--- src/sv/fp_pkg.sv ---
// Types, codes and constants shared by the frame pacer modules.
package fp_pkg;

  localparam int unsigned KIND_W = 3;
  localparam logic [KIND_W-1:0] KIND_TICK      = 3'd0;
  localparam logic [KIND_W-1:0] KIND_FRAME_END = 3'd1;
  localparam logic [KIND_W-1:0] KIND_WAIT_POLL = 3'd2;
  localparam logic [KIND_W-1:0] KIND_PAUSE     = 3'd3;
  localparam logic [KIND_W-1:0] KIND_PLAY      = 3'd4;
  localparam logic [KIND_W-1:0] KIND_STEP      = 3'd5;
  localparam logic [KIND_W-1:0] KIND_SLOW      = 3'd6;

  localparam logic [1:0] REG_FPS      = 2'd0;
  localparam logic [1:0] REG_MAX_SKIP = 2'd1;
  localparam logic [1:0] REG_TIMEOUT  = 2'd2;

  localparam logic [9:0]  FPS_RESET       = 10'd60;
  localparam logic [15:0] TIMEOUT_RESET   = 16'd500;
  localparam logic [31:0] MS_PER_SEC      = 32'd1000;
  localparam logic [29:0] OVERRUN_FACTOR  = 30'd10;
  localparam logic [15:0] MIN_SLOW_PERIOD = 16'd2;

  localparam int unsigned DVD_W = 32;
  localparam int unsigned DSR_W = 16;

  typedef struct packed {
    logic [2:0]  kind;
    logic [31:0] now_msec;
    logic        can_update;
    logic [15:0] slow_interval;
    logic [15:0] slow_duration;
  } in_t;

  typedef struct packed {
    logic               do_update;
    logic               do_render;
    logic [31:0]        wait_msec;
    logic signed [31:0] app_frames;
    logic signed [31:0] game_frames;
    logic [15:0]        updates_per_second;
    logic [15:0]        renders_per_second;
    logic               is_paused;
  } out_t;

  typedef enum logic [1:0] {
    DIV_MOD,
    DIV_FORMAL,
    DIV_DELTA
  } div_op_t;

  typedef struct packed {
    logic    latch_in;
    logic    div_start;
    div_op_t div_op;
    logic    exec_tick_a;
    logic    exec_tick_b;
    logic    exec_poll;
    logic    exec_simple;
    logic    out_load;
  } cmd_t;

  typedef struct packed {
    logic [2:0] kind;
    logic       can_update;
    logic       need_mod;
    logic       div_done;
  } sts_t;

endpackage

--- src/sv/fp_div.sv ---
// Restoring divider, one quotient bit per cycle.
module fp_div (
  input  logic                       clk,
  input  logic                       rst,
  input  logic                       start,
  input  logic [fp_pkg::DVD_W-1:0]   dividend,
  input  logic [fp_pkg::DSR_W-1:0]   divisor,
  output logic                       done,
  output logic [fp_pkg::DVD_W-1:0]   quotient,
  output logic [fp_pkg::DSR_W-1:0]   remainder
);
  import fp_pkg::*;

  localparam int unsigned CNT_W = $clog2(DVD_W);

  logic [DVD_W-1:0] q;
  logic [DSR_W-1:0] r;
  logic [DSR_W-1:0] d;
  logic [CNT_W-1:0] cnt;
  logic             busy;
  logic [DSR_W:0]   trial;
  logic             fits;

  assign trial = {r, q[DVD_W-1]};
  assign fits  = (trial >= {1'b0, d});

  always_ff @(posedge clk) begin
    if (rst) begin
      busy <= 1'b0;
      done <= 1'b0;
      cnt  <= '0;
    end else begin
      done <= 1'b0;
      if (start) begin
        q    <= dividend;
        r    <= '0;
        d    <= divisor;
        cnt  <= '0;
        busy <= 1'b1;
      end else if (busy) begin
        if (fits) begin
          r <= DSR_W'(trial - {1'b0, d});
        end else begin
          r <= trial[DSR_W-1:0];
        end
        q   <= {q[DVD_W-2:0], fits};
        cnt <= cnt + 1'b1;
        if (cnt == CNT_W'(DVD_W - 1)) begin
          busy <= 1'b0;
          done <= 1'b1;
        end
      end
    end
  end

  assign quotient  = q;
  assign remainder = r;
endmodule

--- src/sv/fp_datapath.sv ---
// Pacer state, configuration registers, shared divider and result register.
module fp_datapath (
  input  logic          clk,
  input  logic          rst,
  input  fp_pkg::cmd_t  cmd,
  output fp_pkg::sts_t  sts,
  input  fp_pkg::in_t   in_data,
  output fp_pkg::out_t  out_data,
  input  logic          cfg_we,
  input  logic [1:0]    cfg_idx,
  input  logic [31:0]   cfg_wdata,
  output logic [31:0]   cfg_rdata
);
  import fp_pkg::*;

  logic [9:0]  fps;
  logic [7:0]  max_skip;
  logic [15:0] timeout;

  in_t         item;
  logic [31:0] next_deadline;
  logic [31:0] window_start;
  logic [15:0] update_count;
  logic [15:0] render_count;
  logic [15:0] upd_rate;
  logic [15:0] rend_rate;
  logic [7:0]  skip_run;
  logic [31:0] slow_timer;
  logic [15:0] slow_period;
  logic        paused_flag;
  logic        single_step;
  logic [31:0] app_counter;
  logic [31:0] game_counter;
  logic        upd_r;
  logic        rend_r;
  logic [31:0] wait_r;

  logic [9:0]        eff_fps;
  logic [DVD_W-1:0]  dvd;
  logic [DSR_W-1:0]  dsr;
  logic              div_done;
  logic [DVD_W-1:0]  quot;
  logic [DSR_W-1:0]  rem;
  logic [25:0]       uc_ms;
  logic              adv;
  logic [31:0]       diff;
  logic signed [33:0] actual;
  logic signed [33:0] formal;
  logic signed [33:0] limit;
  logic [29:0]       lim30;
  logic              render;
  logic [31:0]       delta;

  assign eff_fps = (fps == 10'd0) ? 10'd1 : fps;
  assign uc_ms   = 26'(update_count) * 26'(MS_PER_SEC);

  always_comb begin
    case (cmd.div_op)
      DIV_MOD: begin
        dvd = slow_timer;
        dsr = slow_period;
      end
      DIV_FORMAL: begin
        dvd = 32'(uc_ms);
        dsr = 16'(eff_fps);
      end
      default: begin
        dvd = MS_PER_SEC;
        dsr = 16'(eff_fps);
      end
    endcase
  end

  fp_div u_div (
    .clk       (clk),
    .rst       (rst),
    .start     (cmd.div_start),
    .dividend  (dvd),
    .divisor   (dsr),
    .done      (div_done),
    .quotient  (quot),
    .remainder (rem)
  );

  // slow motion: advance only when the timer is a multiple of the period
  assign adv = !paused_flag && ((slow_timer == 32'd0) || (rem == '0));

  assign diff   = item.now_msec - window_start;
  assign actual = {{2{diff[31]}}, diff};
  assign formal = {8'd0, quot[25:0]};
  assign lim30  = 30'(quot[25:0]) * OVERRUN_FACTOR;
  assign limit  = {4'd0, lim30};
  assign render = (actual <= formal) || (actual >= limit) || (skip_run >= max_skip);
  assign delta  = 32'(quot[9:0]);

  assign sts.kind       = item.kind;
  assign sts.can_update = item.can_update;
  assign sts.need_mod   = !paused_flag && (slow_timer != 32'd0);
  assign sts.div_done   = div_done;

  always_comb begin
    case (cfg_idx)
      REG_FPS:      cfg_rdata = 32'(fps);
      REG_MAX_SKIP: cfg_rdata = 32'(max_skip);
      REG_TIMEOUT:  cfg_rdata = 32'(timeout);
      default:      cfg_rdata = 32'd0;
    endcase
  end

  always_ff @(posedge clk) begin
    if (rst) begin
      fps           <= FPS_RESET;
      max_skip      <= 8'd0;
      timeout       <= TIMEOUT_RESET;
      next_deadline <= 32'd0;
      window_start  <= 32'd0;
      update_count  <= 16'd0;
      render_count  <= 16'd0;
      upd_rate      <= 16'd0;
      rend_rate     <= 16'd0;
      skip_run      <= 8'd0;
      slow_timer    <= 32'd0;
      slow_period   <= MIN_SLOW_PERIOD;
      paused_flag   <= 1'b0;
      single_step   <= 1'b0;
      app_counter   <= '1;
      game_counter  <= '1;
    end else begin
      if (cfg_we) begin
        case (cfg_idx)
          REG_FPS: begin
            fps           <= cfg_wdata[9:0];
            next_deadline <= 32'd0;
          end
          REG_MAX_SKIP: max_skip <= cfg_wdata[7:0];
          REG_TIMEOUT:  timeout  <= cfg_wdata[15:0];
          default: ;
        endcase
      end
      if (cmd.latch_in) begin
        item   <= in_data;
        upd_r  <= 1'b0;
        rend_r <= 1'b0;
        wait_r <= 32'd0;
      end
      if (cmd.exec_tick_a) begin
        app_counter <= app_counter + 32'd1;
        if (sts.need_mod) begin
          slow_timer <= slow_timer - 32'd1;
        end
        if (adv) begin
          game_counter <= game_counter + 32'd1;
          if (single_step) begin
            single_step <= 1'b0;
            paused_flag <= 1'b1;
          end
          if (update_count != 16'hFFFF) begin
            update_count <= update_count + 16'd1;
          end
        end
        upd_r <= adv;
      end
      if (cmd.exec_tick_b) begin
        rend_r <= render;
        if (render) begin
          skip_run <= 8'd0;
          if (render_count != 16'hFFFF) begin
            render_count <= render_count + 16'd1;
          end
        end else begin
          skip_run <= skip_run + 8'd1;
        end
      end
      if (cmd.exec_poll) begin
        if ((item.now_msec + 32'(timeout) < next_deadline) ||
            (next_deadline + delta < item.now_msec)) begin
          next_deadline <= item.now_msec + delta;
        end else if (next_deadline <= item.now_msec) begin
          next_deadline <= next_deadline + delta;
        end else begin
          wait_r <= next_deadline - item.now_msec;
        end
      end
      if (cmd.exec_simple) begin
        case (item.kind)
          KIND_FRAME_END: begin
            if (item.now_msec >= window_start + MS_PER_SEC) begin
              window_start <= item.now_msec;
              upd_rate     <= update_count;
              rend_rate    <= render_count;
              update_count <= 16'd0;
              render_count <= 16'd0;
            end
          end
          KIND_PAUSE: begin
            single_step <= 1'b0;
            paused_flag <= 1'b1;
          end
          KIND_PLAY: begin
            single_step <= 1'b0;
            paused_flag <= 1'b0;
          end
          KIND_STEP: begin
            single_step <= paused_flag;
            paused_flag <= !paused_flag;
          end
          KIND_SLOW: begin
            if (item.slow_duration != 16'd0) begin
              slow_timer <= item.slow_duration * slow_period;
            end
            if (item.slow_interval >= MIN_SLOW_PERIOD) begin
              slow_period <= item.slow_interval;
            end
          end
          default: ;
        endcase
      end
    end
  end

  always_ff @(posedge clk) begin
    if (cmd.out_load) begin
      out_data.do_update          <= upd_r;
      out_data.do_render          <= rend_r;
      out_data.wait_msec          <= wait_r;
      out_data.app_frames         <= $signed(app_counter);
      out_data.game_frames        <= $signed(game_counter);
      out_data.updates_per_second <= upd_rate;
      out_data.renders_per_second <= rend_rate;
      out_data.is_paused          <= paused_flag;
    end
  end
endmodule

--- src/sv/fp_ctrl.sv ---
// Sequencer for the frame pacer: steps each request through the datapath.
module fp_ctrl (
  input  logic          clk,
  input  logic          rst,
  input  logic          in_valid,
  output logic          in_stall,
  output logic          out_valid,
  input  logic          out_stall,
  input  fp_pkg::sts_t  sts,
  output fp_pkg::cmd_t  cmd
);
  import fp_pkg::*;

  typedef enum logic [3:0] {
    ST_IDLE,
    ST_DISPATCH,
    ST_MOD_WAIT,
    ST_TICK_A,
    ST_FRM_GO,
    ST_FRM_WAIT,
    ST_TICK_B,
    ST_DLT_WAIT,
    ST_POLL,
    ST_DONE
  } state_t;

  state_t state;
  state_t state_next;
  logic   take;
  logic   can_load;

  assign in_stall = (state != ST_IDLE);
  assign take     = in_valid && !in_stall;
  assign can_load = !out_valid || !out_stall;

  always_comb begin
    cmd        = '0;
    cmd.div_op = DIV_DELTA;
    state_next = state;
    case (state)
      ST_IDLE: begin
        if (take) begin
          cmd.latch_in = 1'b1;
          state_next   = ST_DISPATCH;
        end
      end
      ST_DISPATCH: begin
        if (sts.kind == KIND_TICK && sts.can_update) begin
          if (sts.need_mod) begin
            cmd.div_start = 1'b1;
            cmd.div_op    = DIV_MOD;
            state_next    = ST_MOD_WAIT;
          end else begin
            state_next = ST_TICK_A;
          end
        end else if (sts.kind == KIND_WAIT_POLL) begin
          cmd.div_start = 1'b1;
          cmd.div_op    = DIV_DELTA;
          state_next    = ST_DLT_WAIT;
        end else begin
          cmd.exec_simple = (sts.kind != KIND_TICK);
          state_next      = ST_DONE;
        end
      end
      ST_MOD_WAIT: begin
        cmd.div_op = DIV_MOD;
        if (sts.div_done) begin
          state_next = ST_TICK_A;
        end
      end
      ST_TICK_A: begin
        cmd.div_op      = DIV_MOD;
        cmd.exec_tick_a = 1'b1;
        state_next      = ST_FRM_GO;
      end
      ST_FRM_GO: begin
        cmd.div_start = 1'b1;
        cmd.div_op    = DIV_FORMAL;
        state_next    = ST_FRM_WAIT;
      end
      ST_FRM_WAIT: begin
        cmd.div_op = DIV_FORMAL;
        if (sts.div_done) begin
          state_next = ST_TICK_B;
        end
      end
      ST_TICK_B: begin
        cmd.div_op      = DIV_FORMAL;
        cmd.exec_tick_b = 1'b1;
        state_next      = ST_DONE;
      end
      ST_DLT_WAIT: begin
        if (sts.div_done) begin
          state_next = ST_POLL;
        end
      end
      ST_POLL: begin
        cmd.exec_poll = 1'b1;
        state_next    = ST_DONE;
      end
      ST_DONE: begin
        if (can_load) begin
          cmd.out_load = 1'b1;
          state_next   = ST_IDLE;
        end
      end
      default: state_next = ST_IDLE;
    endcase
  end

  always_ff @(posedge clk) begin
    if (rst) begin
      state     <= ST_IDLE;
      out_valid <= 1'b0;
    end else begin
      state <= state_next;
      if (cmd.out_load) begin
        out_valid <= 1'b1;
      end else if (out_valid && !out_stall) begin
        out_valid <= 1'b0;
      end
    end
  end

  a_take_dispatch: assert property (@(posedge clk) disable iff (rst)
    take |=> state == ST_DISPATCH)
    else $error("accepted request did not reach dispatch");

  a_done_in_wait: assert property (@(posedge clk) disable iff (rst)
    sts.div_done |-> (state == ST_MOD_WAIT || state == ST_FRM_WAIT ||
                      state == ST_DLT_WAIT))
    else $error("divider finished outside a wait state");

  a_load_valid: assert property (@(posedge clk) disable iff (rst)
    cmd.out_load |=> out_valid)
    else $error("result load did not raise out_valid");

  a_hold_done: assert property (@(posedge clk) disable iff (rst)
    (state == ST_DONE && out_valid && out_stall) |=> state == ST_DONE)
    else $error("pending result overwritten");
endmodule

--- src/sv/frame_pacer_with_skip_and_slow_motion.sv ---
// Frame pacer with frame skip and slow motion: top level.
// One request is worked at a time; the next one is taken while the last
// result waits at the output. A tick that may update runs a modulo when
// slow motion is running, then the formal-time division; a wait poll runs
// 1000 / frame rate; other kinds need no division. Divisions use the shared
// 32-step restoring divider. Registers sit at byte addresses 0, 4 and 8;
// the user must write them only while the block is idle (not enforced).
module frame_pacer_with_skip_and_slow_motion (
  input  logic          clk,
  input  logic          rst,
  input  logic          in_valid,
  output logic          in_stall,
  input  fp_pkg::in_t   in_data,
  output logic          out_valid,
  input  logic          out_stall,
  output fp_pkg::out_t  out_data,
  input  logic          psel,
  input  logic          penable,
  input  logic          pwrite,
  input  logic [3:0]    paddr,
  input  logic [31:0]   pwdata,
  output logic [31:0]   prdata,
  output logic          pready
);
  import fp_pkg::*;

  cmd_t cmd;
  sts_t sts;
  logic cfg_we;

  assign pready = 1'b1;
  assign cfg_we = psel && penable && pwrite && pready;

  fp_ctrl u_ctrl (
    .clk       (clk),
    .rst       (rst),
    .in_valid  (in_valid),
    .in_stall  (in_stall),
    .out_valid (out_valid),
    .out_stall (out_stall),
    .sts       (sts),
    .cmd       (cmd)
  );

  fp_datapath u_dp (
    .clk       (clk),
    .rst       (rst),
    .cmd       (cmd),
    .sts       (sts),
    .in_data   (in_data),
    .out_data  (out_data),
    .cfg_we    (cfg_we),
    .cfg_idx   (paddr[3:2]),
    .cfg_wdata (pwdata),
    .cfg_rdata (prdata)
  );
endmodule
--- config.mk ---
export PLATFORM = sky130hd
export DESIGN_NAME = frame_pacer_with_skip_and_slow_motion
export DESIGN_NICKNAME = d
export VERILOG_FILES = /design/src/sv/fp_pkg.sv /design/src/sv/fp_div.sv /design/src/sv/fp_datapath.sv /design/src/sv/fp_ctrl.sv /design/src/sv/frame_pacer_with_skip_and_slow_motion.sv
export SDC_FILE = /design/constraint.sdc
export NUM_CORES = 2
export LEC_CHECK = 0
export ABC_AREA = 1
export BUFFER_PORTS_ARGS = -buffer_cell sky130_fd_sc_hd__buf_2
export CAP_MARGIN = 20
export CORE_MARGIN = 2
export CORE_UTILIZATION = 35
export CTS_CLUSTER_DIAMETER = 120
export DETAILED_ROUTE_END_ITERATION = 7
export PLACE_DENSITY = 0.62
export SETUP_SLACK_MARGIN = 0.15
export SYNTH_ARGS = -nofsm -noshare
export SYNTH_HDL_FRONTEND = slang
export SYNTH_SLANG_ARGS = --single-unit
--- constraint.sdc ---
create_clock -name clk -period 11.2 [get_ports clk]
set_clock_uncertainty 0.2 [all_clocks]
set_input_delay 2.24 -clock clk [delete_from_list [all_inputs] [get_ports clk]]
set_output_delay 2.24 -clock clk [all_outputs]
set_load 0.005 [all_outputs]
==> impl_metrics.py <==
metrics = {
    "outcome": {
        "run_status": "complete, no violations",
    },
    "timing": {
        "hold_violations": 0,
        "finalCriticalPeriod_ns": 6.71,
        "final.period_utilization_pct": 59.9,
        "whs_ns": 0.220,
        "setup_viol_count_final": 0,
        "worst_pin_slew_ns": 0.975,
        "rsz0062_at_grt": "false",
        "fmaxAchievable_mhz": 149,
        "final_max_slew_viols": 0,
        "tns_ns": 0,
        "slew-limit-headroom_pct": 35.0,
    },
    "drt": {
        "routed_wirelength_microns": 132000,
        "detailedRoute.firstPassIterationCount": 5,
        "drc_errors": 0,
        "wirelength_met1_microns": 58200,
        "post_route_antenna_net_violation_count": 0,
        "via_count": 40589,
        "route.met3.wl_microns": 6320,
        "avgRoutedWirePerCell_microns": 16.3,
        "met2RoutedLength_microns": 63800,
        "vias_per_cell": 5.00,
        "detail_route.iter0.violations": 2856,
        "top_layer_used": "met4",
    },
    "setup_path": {
        "most_common_cell_on_crit_path": "sky130_fd_sc_hd__inv_1",
        "timing_worst_setup_path_type": "reg2reg",
        "timing.critical_path.to_type": "flip-flop",
        "critPathRequiredTime_ns": 11.60,
        "cp_max_fo": 17,
        "nature_of_the_critical_path_startpoint": "flip-flop",
        "worst_ep_arrival_time_ns": 7.11,
        "crit_path_max_incr_delay_ns": 0.88,
        "cp_top_family": "adder cells",
        "critical_path_buf_inv_count": 8,
        "timing.critical_path.slowest_stage_cell": "sky130_fd_sc_hd__edfxtp_1",
    },
    "finish": {
        "layout.cells.most_common_list": "sky130_fd_sc_hd__nand2_1, sky130_fd_sc_hd__inv_1, sky130_fd_sc_hd__a21oi_1, sky130_fd_sc_hd__ha_1, sky130_fd_sc_hd__o21ai_0",
        "num-nets-final": 7104,
        "drive_gt1_share_pct": 7.74,
        "final_common_cell": "sky130_fd_sc_hd__nand2_1",
        "multi_input_area_sq_um": 28900,
        "layout.area.seq_sq_um": 14800,
        "final.fill_count": 14041,
        "flow.area_growth_from_synthesis_pct": 11.2,
    },
    "cts": {
        "h-tree-depth": 3,
        "numCtsBuffers": 71,
        "clk_pin_slew_ns": 0.06,
        "post_cts.repair.setup_buffers": 0,
        "tritoncts": "built",
        "holdBufCountCts": 0,
        "clock-sinks": 593,
        "clock_tree.buffer_depth": 3,
        "cts-root-buf": "sky130_fd_sc_hd__clkbuf_16",
        "cts-resized-gates": 0,
        "clock_latency_ns": 0.68,
    },
    "global_route": {
        "grt_max_degree": 151,
        "grt_pass1_wl_microns": 210000,
        "globalRouteOverflowTotal": 0,
        "antenna_found_initial": 4,
        "grtUsageTotal_pct": 18.5,
        "grt_pass1_vias": 39586,
    },
    "job": {
        "max-cap-violations": 0,
    },
    "logic_synthesis": {
        "post-synth-top-area-fraction_pct": 18.5,
        "synth_cell_types": 72,
        "synthCells": 6094,
        "synth_flop_cell": "sky130_fd_sc_hd__edfxtp_1",
        "synth_edf_count": 297,
        "netlist_area_sq_um": 48300,
        "synth-seq-area-share_pct": 30.7,
        "synth_area_leader_cell": "sky130_fd_sc_hd__edfxtp_1",
        "yosysWarningCount": 0,
        "ys_async_sr_fraction_pct": 0,
        "synth-seq-cells": 593,
        "yosys-top-cells-area": "sky130_fd_sc_hd__edfxtp_1, sky130_fd_sc_hd__ha_1, sky130_fd_sc_hd__dfxtp_1",
        "synth_area_per_cell_sq_um": 7.93,
    },
    "die": {
        "core-area_sq_um": 137000,
        "core.rowCount": 136,
        "start_util_pct": 35.2,
        "io-pin-count": 277,
        "floorplan.die.width_microns": 376,
        "die_height_microns": 376,
        "fp.dieArea_sq_um": 141000,
    },
    "placement": {
        "dp_hpwl_microns": 104000,
        "finalWeightedCongestion": 0.942,
        "port-buffer-count": 241,
    },
    "power_and_ir_drop": {
        "powerDensity_nw_per_um2": 148,
        "leakage_nw": 25.7,
        "maximum_vdd_drop_v": 0.000132,
    },
    "min_path": {
        "timing.hold.worst.class": "reg2reg",
    },
}
[state kept, by name (all words and copies together), names as in the netlist, 32 cells and up]
signal,flops
u_dp.slow_timer,32
u_dp.game_counter,32
u_dp.app_counter,32
u_dp.wait_r,32
u_dp.u_div.quotient,32
u_dp.next_deadline,32
u_dp.window_start,32
u_dp.item,64
u_dp.out_data,131
[worst register-to-register path, cell delays in order (launching register included)]
cell	delay, ns
sky130_fd_sc_hd__edfxtp_1	0.88
sky130_fd_sc_hd__nand2_1	0.18
sky130_fd_sc_hd__fa_1	0.57
sky130_fd_sc_hd__inv_1	0.05
sky130_fd_sc_hd__fa_1	0.49
sky130_fd_sc_hd__inv_1	0.06
sky130_fd_sc_hd__fa_1	0.47
sky130_fd_sc_hd__inv_1	0.05
sky130_fd_sc_hd__fa_1	0.50
sky130_fd_sc_hd__fa_1	0.55
sky130_fd_sc_hd__inv_1	0.06
sky130_fd_sc_hd__fa_1	0.53
sky130_fd_sc_hd__inv_1	0.05
sky130_fd_sc_hd__ha_1	0.36
sky130_fd_sc_hd__a21oi_1	0.23
sky130_fd_sc_hd__inv_1	0.09
sky130_fd_sc_hd__a31oi_1	0.20
sky130_fd_sc_hd__o211ai_1	0.17
sky130_fd_sc_hd__nand2_1	0.12
sky130_fd_sc_hd__nand2_1	0.10
sky130_fd_sc_hd__a21o_1	0.19
sky130_fd_sc_hd__nand2_1	0.06
sky130_fd_sc_hd__inv_1	0.04
sky130_fd_sc_hd__o21ai_0	0.29
sky130_fd_sc_hd__nand3_1	0.11
sky130_fd_sc_hd__inv_1	0.07
[final cells by class]
class | instances | area share [%]
Multi-Input combinational cell | 4292 | 53.8
Timing Repair Buffer | 269 | 2.70
Antenna cell | 3 | 0.0140
Clock inverter | 38 | 0.785
Inverter | 1029 | 7.21
Clock buffer | 94 | 3.72
Tap cell | 1794 | 4.18
Sequential cell | 593 | 27.6
[synth_stat cells (154+ instances only)]
master	instances
sky130_fd_sc_hd__nand2_1	1210
sky130_fd_sc_hd__inv_1	1005
sky130_fd_sc_hd__a21oi_1	499
sky130_fd_sc_hd__ha_1	482
sky130_fd_sc_hd__o21ai_0	432
sky130_fd_sc_hd__nor2_1	395
sky130_fd_sc_hd__edfxtp_1	297
sky130_fd_sc_hd__dfxtp_1	296
sky130_fd_sc_hd__fa_1	255
sky130_fd_sc_hd__nand3_1	232
sky130_fd_sc_hd__xor2_1	182
sky130_fd_sc_hd__clkbuf_1	154
[logic make-up (layout without fill, tap and decap cells)]
family / after synthesis / after routing / synth area share [%]
DFF: 593 / 593 / 30.7
buffers and inverters: 1224 / 1430 / 9.71
and+or+nand+nor: 2145 / 2145 / 19.0
xor gates and xnor gates: 263 / 263 / 4.77
muxes: 3 / 3 / 0.0699
other: 2 / 20 / 0.0155
adders and majority gates: 737 / 737 / 23.0
AOI/OAI and AO/OA: 1127 / 1127 / 12.6
[through the flow]
stage,cells,instance area [sq um],setup WS (ns),utilization (%),power (mW)
finish,8112,53700,4.49,39.1,7.93
floorplan,6109,48400,2.60,-,4.83
global placement,7976,51300,4.48,37.3,5.52
global route,8112,53700,3.93,39.1,8.53
detailed placement,7976,51300,4.49,37.3,5.58
CTS,8108,53700,4.45,39.1,7.99
[worst paths after layout]
path	end	slack, ns	from	cells past startpoint
setup reg to reg	u_dp.slow_timer[25]$_SDFF_PP0_	4.49	u_dp.item[5]$_DFFE_PP_	25
setup / recovery	u_dp.slow_timer[25]$_SDFF_PP0_	4.49	u_dp.item[5]$_DFFE_PP_	25
hold / removal	u_dp.out_data[31]$_DFFE_PP_	0.22	u_dp.upd_rate[14]$_SDFFE_PP0P_	0
hold reg to reg	u_dp.out_data[31]$_DFFE_PP_	0.22	u_dp.upd_rate[14]$_SDFFE_PP0P_	0
[power breakdown]
group / leakage [nW] / switching [mW] / total (mW) / internal, mW
combinational: 19.4 / 1.80 / 2.83 / 1.03
clock: 1.17 / 1.01 / 2.38 / 1.37
sequential: 5.12 / 0.223 / 2.73 / 2.50
[layer usage]
| layer | global-route usage [%] | vias up |
|---|---|---|
| li1 | - | 20285 |
| met1 | 23.8 | 19070 |
| met2 | 32.0 | 1025 |
| met3 | 2.44 | 209 |
| met4 | 6.21 | 0 |
| met5 | 0 | - |
(Power assumes the default switching activity.)
